<file path="src/hw/rtl/qoid_pkg.sv">
// Shared types, codes and constants for the QOI stream decoder.
// No dependencies; every other file but qoid_ram imports this package.
package qoid_pkg;

    localparam int INDEX_ENTRIES_DEF = 64;

    localparam logic [7:0] OP_RGB_BYTE  = 8'hFE;
    localparam logic [7:0] OP_RGBA_BYTE = 8'hFF;
    localparam logic [7:0] CH_RGB       = 8'd3;
    localparam logic [7:0] CH_RGBA      = 8'd4;
    localparam logic [31:0] RGB_ZERO_OPAQUE = 32'h0000_00FF;

    localparam logic [7:0] MAGIC [4] = '{8'h71, 8'h6F, 8'h69, 8'h66};
    localparam logic [3:0] HDR_LAST_POS = 4'd13;
    localparam logic [3:0] HDR_CH_POS   = 4'd12;
    localparam logic [3:0] HDR_DIM_POS  = 4'd4;
    localparam logic [3:0] END_LAST_POS = 4'd7;

    typedef enum logic [2:0] {
        PH_IDLE,
        PH_HEADER,
        PH_OPCODE,
        PH_PAYLOAD,
        PH_END
    } phase_t;

    typedef enum logic [2:0] {
        KIND_PIXEL,
        KIND_HDR_OK,
        KIND_END_OK,
        KIND_END_BAD,
        KIND_BAD_MAGIC,
        KIND_BAD_DIMS,
        KIND_RUN_OVF,
        KIND_TRUNC
    } kind_t;

    typedef enum logic [3:0] {
        OP_NONE,
        OP_LATCH,
        OP_SOF,
        OP_HDR,
        OP_MUL,
        OP_HDR_OK,
        OP_GO_IDLE,
        OP_SET_OP,
        OP_RD_IDX,
        OP_RUN_START,
        OP_PAY_SHIFT,
        OP_PUT,
        OP_END_STEP
    } op_t;

    typedef enum logic [1:0] {
        SRC_DIFF,
        SRC_INDEX,
        SRC_RUN,
        SRC_PAYLOAD
    } src_t;

    typedef enum logic [1:0] {
        CL_PAYLOAD,
        CL_INDEX,
        CL_DIFF,
        CL_RUN
    } class_t;

    typedef enum logic [2:0] {
        ST_IN,
        ST_SOF,
        ST_EXEC,
        ST_HCHK,
        ST_IDX,
        ST_RUN,
        ST_OUT
    } state_t;

    typedef struct packed {
        op_t   op;
        src_t  src;
        logic  emit;
        kind_t kind;
        logic  last;
    } ctrl_cmd_t;

    typedef struct packed {
        phase_t     phase;
        logic       sof;
        logic [3:0] pos;
        logic       magic_ok;
        logic       is_q;
        class_t     cls;
        logic       pay_done;
        logic       end_done;
        logic       end_bad;
        logic       dims_bad;
        logic       left_zero;
        logic       run_last;
    } dp_stat_t;

endpackage

</file>
<file path="src/hw/rtl/qoid_ctrl.sv">
// Controller: sequences byte accept, decode, index read, runs and result handoff.
// Depends on qoid_pkg.
module qoid_ctrl (
    input  logic                aclk,
    input  logic                aresetn,
    input  logic                s_valid,
    output logic                s_ready,
    output logic                m_valid,
    input  logic                m_ready,
    input  qoid_pkg::dp_stat_t  stat,
    output qoid_pkg::ctrl_cmd_t cmd
);
    import qoid_pkg::*;

    state_t state_reg, state_next;
    state_t ret_reg, ret_next;

    always_ff @(posedge aclk) begin
        if (!aresetn) begin
            state_reg <= ST_IN;
            ret_reg   <= ST_IN;
        end else begin
            state_reg <= state_next;
            ret_reg   <= ret_next;
        end
    end

    always_comb begin
        state_next = state_reg;
        ret_next   = ret_reg;
        cmd        = '{op: OP_NONE, src: SRC_RUN, emit: 1'b0, kind: KIND_PIXEL, last: 1'b1};
        s_ready    = 1'b0;
        m_valid    = 1'b0;
        case (state_reg)
            ST_IN: begin
                s_ready = 1'b1;
                if (s_valid) begin
                    cmd.op = OP_LATCH;
                    state_next = ST_SOF;
                end
            end
            ST_SOF: begin
                state_next = ST_EXEC;
                if (stat.sof) begin
                    cmd.op = OP_SOF;
                    if (stat.phase != PH_IDLE) begin
                        cmd.emit = 1'b1;
                        cmd.kind = KIND_TRUNC;
                        cmd.last = stat.is_q;
                        ret_next = ST_EXEC;
                        state_next = ST_OUT;
                    end
                end
            end
            ST_EXEC: begin
                state_next = ST_IN;
                case (stat.phase)
                    PH_HEADER: begin
                        if (stat.pos < HDR_DIM_POS && !stat.magic_ok) begin
                            cmd.op = OP_GO_IDLE;
                            cmd.emit = 1'b1;
                            cmd.kind = KIND_BAD_MAGIC;
                            ret_next = ST_IN;
                            state_next = ST_OUT;
                        end else if (stat.pos == HDR_LAST_POS) begin
                            cmd.op = OP_MUL;
                            state_next = ST_HCHK;
                        end else begin
                            cmd.op = OP_HDR;
                        end
                    end
                    PH_OPCODE: begin
                        case (stat.cls)
                            CL_PAYLOAD: cmd.op = OP_SET_OP;
                            CL_INDEX: begin
                                cmd.op = OP_RD_IDX;
                                state_next = ST_IDX;
                            end
                            CL_DIFF: begin
                                cmd.op = OP_PUT;
                                cmd.src = SRC_DIFF;
                                cmd.emit = 1'b1;
                                ret_next = ST_IN;
                                state_next = ST_OUT;
                            end
                            default: begin
                                cmd.op = OP_RUN_START;
                                state_next = ST_RUN;
                            end
                        endcase
                    end
                    PH_PAYLOAD: begin
                        if (stat.pay_done) begin
                            cmd.op = OP_PUT;
                            cmd.src = SRC_PAYLOAD;
                            cmd.emit = 1'b1;
                            ret_next = ST_IN;
                            state_next = ST_OUT;
                        end else begin
                            cmd.op = OP_PAY_SHIFT;
                        end
                    end
                    PH_END: begin
                        cmd.op = OP_END_STEP;
                        if (stat.end_done) begin
                            cmd.emit = 1'b1;
                            cmd.kind = stat.end_bad ? KIND_END_BAD : KIND_END_OK;
                            ret_next = ST_IN;
                            state_next = ST_OUT;
                        end
                    end
                    default: cmd.op = OP_NONE;
                endcase
            end
            ST_HCHK: begin
                cmd.emit = 1'b1;
                if (stat.dims_bad) begin
                    cmd.op = OP_GO_IDLE;
                    cmd.kind = KIND_BAD_DIMS;
                end else begin
                    cmd.op = OP_HDR_OK;
                    cmd.kind = KIND_HDR_OK;
                end
                ret_next = ST_IN;
                state_next = ST_OUT;
            end
            ST_IDX: begin
                cmd.op = OP_PUT;
                cmd.src = SRC_INDEX;
                cmd.emit = 1'b1;
                ret_next = ST_IN;
                state_next = ST_OUT;
            end
            ST_RUN: begin
                cmd.emit = 1'b1;
                state_next = ST_OUT;
                if (stat.left_zero) begin
                    cmd.op = OP_GO_IDLE;
                    cmd.kind = KIND_RUN_OVF;
                    ret_next = ST_IN;
                end else begin
                    cmd.op = OP_PUT;
                    cmd.src = SRC_RUN;
                    cmd.last = stat.run_last;
                    ret_next = stat.run_last ? ST_IN : ST_RUN;
                end
            end
            ST_OUT: begin
                m_valid = 1'b1;
                if (m_ready) begin
                    state_next = ret_reg;
                end
            end
            default: state_next = ST_IN;
        endcase
    end
endmodule

</file>
<file path="config.mk">
export PLATFORM = sky130hd
export DESIGN_NAME = qoid_ctrl
export DESIGN_NICKNAME = d
export VERILOG_FILES = /design/src/hw/rtl/qoid_pkg.sv /design/src/hw/rtl/qoid_ctrl.sv
export SDC_FILE = /design/constraint.sdc
export NUM_CORES = 1
export LEC_CHECK = 0
export ABC_AREA = 1
export CORE_MARGIN = 3
export CORE_UTILIZATION = 42
export CTS_CLUSTER_DIAMETER = 100
export CTS_CLUSTER_SIZE = 25
export DETAILED_ROUTE_END_ITERATION = 8
export DONT_BUFFER_PORTS = 1
export GPL_ROUTABILITY_DRIVEN = 1
export PLACE_DENSITY = 0.65
export SETUP_SLACK_MARGIN = 0.1
export SYNTH_ARGS = -nofsm -noshare
export SYNTH_HDL_FRONTEND = slang
export SYNTH_SLANG_ARGS = --single-unit
</file>
<file path="constraint.sdc">
create_clock -name aclk -period 2.6 [get_ports aclk]
set_input_delay 0.52 -clock aclk [delete_from_list [all_inputs] [get_ports aclk]]
set_output_delay 0.52 -clock aclk [all_outputs]
set_load 0.02 [all_outputs]
</file>
## Word level (Yosys, flattened, before mapping)

Index checks and enable logic that the tools add are counted.
W data, S select, Z words.

- Magnitude comparators: 1
- Equality and inequality tests: 22
- Muxes and demuxes: 50
- Reductions and logical operators: 10

Operator list:

| operator | count |
|---|---|
| $mux W3 | 19 |
| $pmux W3 S4 | 4 |
| $pmux W4 S6 | 1 |
| $mux W4 | 4 |
| $pmux W4 S4 | 1 |
| $pmux W3 S5 | 1 |
| $eq A3 B2 Y1 const B | 4 |
| $eq A3 B3 Y1 const B | 4 |
| $pmux W4 S3 | 1 |
| $mux W5 | 2 |
| $ne A3 B3 Y1 const B | 3 |
| $pmux W3 S3 | 1 |
| $mux W2 | 4 |
| $ne A2 B2 Y1 const B | 4 |
| $pmux W2 S2 | 2 |
| $reduce_and A8 Y1 | 1 |
| $eq A3 B1 Y1 const B | 2 |
| $mux W1 | 6 |
| $pmux W3 S2 | 1 |
| $ne A5 B1 Y1 const B | 1 |
| $eq A4 B4 Y1 const B | 1 |
| $lt A4 B3 Y1 const B | 1 |
| $pmux W1 S4 | 1 |
| $reduce_bool A4 Y1 | 1 |
| other kinds (13) | 13 |

- Register bits after elaboration: 6
- Bits of input ports: 22
- Output and inout port bits: 13
- Word-level logic and storage cells: 85

## Longest topological paths before layout

- Word-level depth: 5
- Depth in mapped cells: 10
- Mapped depth without buffers: 10

## Worst setup path after synthesis

OpenSTA, ideal clock, no wires.

- Kind: flip-flop to output port
- From: reg state_reg[2]
- To: out cmd[5] in the netlist's numbering
- Data arrival time: 1.312 ns
- Data required time: 2.080 ns
- Path slack: 0.768 ns
- Stages on the path, launching flop included: 6
- Buffers on the path: 0
- Path through: dfxtp_1 -> inv_2 -> nand2_1 -> nor2_2 -> inv_2 -> o21ai_0

RTL lines:

| item | line | source |
|---|---|---|
| start: declaration | qoid_ctrl.sv:15 | `state_t state_reg, state_next;` |
| start signal: assignment | qoid_ctrl.sv:23 | `state_reg <= state_next;` |
| end: declaration | qoid_ctrl.sv:11 | `output qoid_pkg::ctrl_cmd_t cmd` |

==> results.toml <==
[status]
outcome = "complete, no violations"

[place]
place_hpwl_um = 1500
gp_congestion = 0.906
place_ws_ns = 0.680
io_buffers = 0
placed_area_um2 = 682

[floorplanning]
start_util_pct = 48.0
fp.dieArea_um2 = 2090
chipHeight_um = 45.7
fp.dieW_um = 45.7
ios = 35
core_area_um2 = 1380
rows = 13

[job]
cap_violations = 0

[sta]
worst_pin_slew_ns = 0.487
hold_viol = 0
rsz0062_at_grt = "no"
drv_slew = 0
final_min_period_over_clock_period_pct = 84.1
hold_slack_ns = 0.407
setup_ws_ns = 0.413
fmax_ghz = 0.457
finClkSkew_ns = 0.00429
relSlewSlack_pct = 67.4
min_period_ns = 2.19
setup_viol = 0
finalSetupTns_ns = 0

[finish]
fillerInstances = 150
final_cell_mix = "36 x nand2_1, 17 x inv_1, 16 x nor2_1"
ff_latch_area_um2 = 100
n_antenna_cell = 0
nets = 151
drive_gt1_share_pct = 10.9
area_delta_synth_final_pct = 6.79
final_area_um2 = 708
final_common_cell = "nand2_1"
largest_register_ffs = 3
multi_input_area_um2 = 480

[worst_setup_path]
cp-end-kind = "output port"
critPathBufInv = 2
setup.worst_path.class = "reg -> out"
cp_common_cell = "inv_2"
crit_family = "compound AO/OA/AOI/OAI gates"
worstPathMaxFanout = 10
critPathSlowestCell = "o2111ai_1"
slowest_delay_ns = 0.46
required_ns = 2.08
critPathArrivalTime_ns = 1.67
path_cells = "inv_2, nand2_1, nor2_2, inv_2, o2111ai_1"
startpoint_type = "register"

[global_route]
grt_use_total_pct = 17.3
grt_start_max_net_pins = 11
overflow = 0
grt_pass1_vias = 688
grt_pass1_wl_um = 2730
antenna_found_initial = 0

[synth]
synth_top_area_share_pct = 20.4
ys_seq_area_share_pct = 15.1
synth-edff-count = 0
dominantRegCellSynth = "dfxtp_1"
yosysTopAreaCell = "nand2_1"
netlist_area_um2 = 663
syn_area_per_cell_um2 = 5.35
netlist_top_cells_area = "nand2_1 20%, dfxtp_1 15%, inv_1 9.6%, nor2_1 9.1%, a21oi_1 7.5%"
synth_cell_types = 22
ys_seq_elements = 5
syn_inst = 124
synth-async-reset-ratio_pct = 0
synth_warnings = 0
syn_nets = 146

[route]
first_pass_iters = 5
drc = 0
met1_length_um = 830
routed_wl_um = 1740
wl_met2_um = 653
wire_per_inst_um = 12.1
postRouteAntennaNets = 0
drt-initial-drc-count = 25
num_vias = 809
dr_wl_met3_um = 252
routed.top_layer = "met3"
vias_per_cell = 5.66

[cts]
cts_tree = "built"
h-tree-depth = 1
cts.sinks = 5
cts_hold_buf = 0
cts_root_buf = "clkbuf_4"
clock_latency_ns = 0.24
clk_pin_slew_worst_paths_ns = 0.04
cts_resized = 0
post-cts-setup-buffers = 0
numCtsBuffers = 3
cts.path.max_buffers = 2

[power_and_ir_drop]
switchingPower_mw = 0.272
powerDensity_nw_per_um2 = 709
power.total_mw = 0.502
seqPwrFrac_pct = 24.2
peakVddDrop_mv = 0.276
p_comb_share_pct = 58.4
p_int_mw = 0.230
leakage_nw = 0.352
switching_share_pct = 54.1
p_clk_share_pct = 17.4

[worst_hold_path]
hold_path.class = "in -> reg"
-- cells in the mapped netlist, types with 2 or more instances --
library cell	instances
dfxtp_1	5
nor2_1	16
o211ai_1	3
nand2_1	36
inv_1	17
nor2_2	2
nor2_4	2
inv_2	3
nand4_1	5
o21ai_0	5
nand3_1	9
nor3_1	2
a21oi_1	10
-- area by class of cell --
class	count	share of cell area [%]
inverter	20	10.6
timing repair buffer	1	1.06
sequential	5	14.1
multi-input combinational	98	67.8
clock buffer	4	3.71
tap	15	2.65
-- metrics by stage --
| stage | utilization [%] | std cells |
|---|---|---|
| 2_1_floorplan | - | 124 |
| 3_3_place_gp | 49.3 | 139 |
| 3_5_place_dp | 49.3 | 139 |
| 4_1_cts | 51.2 | 143 |
| 5_1_grt | 51.2 | 143 |
| 6_report | 51.2 | 143 |
-- path summary, 6_finish.rpt --
kind	startpoint	end	slack (ns)	cells after the start
worst max register to register	state_reg[0]	state_reg[2]	1.17	7
worst min register to register	ret_reg[1]	ret_reg[1]	0.49	2
worst min-delay path	aresetn	state_reg[0]	0.41	2
worst max-delay path	state_reg[2]	cmd[8]	0.41	5
-- cell families after synthesis --
group	count (synthesis)	share of synthesized area [%]
AO/OA/AOI/OAI	22	19.4
AND/OR/NAND/NOR	76	53.0
flip-flops	5	15.1
buffers and inverters	21	12.5
-- power groups by stage --
stage               registers [mW]  logic [mW]  clock network (mW)
global route                 0.126       0.323              0.0924
detailed placement           0.123       0.291                   0
floorplan                    0.106       0.272                   0
finish                       0.122       0.293              0.0874
CTS                          0.121       0.293              0.0909
global placement             0.122       0.288                   0
-- routing by layer --
| layer | up-vias | track usage (%) |
|---|---|---|
| li1 | 415 | - |
| met1 | 349 | 29.1 |
| met2 | 45 | 22.6 |
| met3 | 0 | 4.74 |
| met4 | 0 | 0 |
| met5 | - | 0 |
Power figures use the tool's default switching activity.
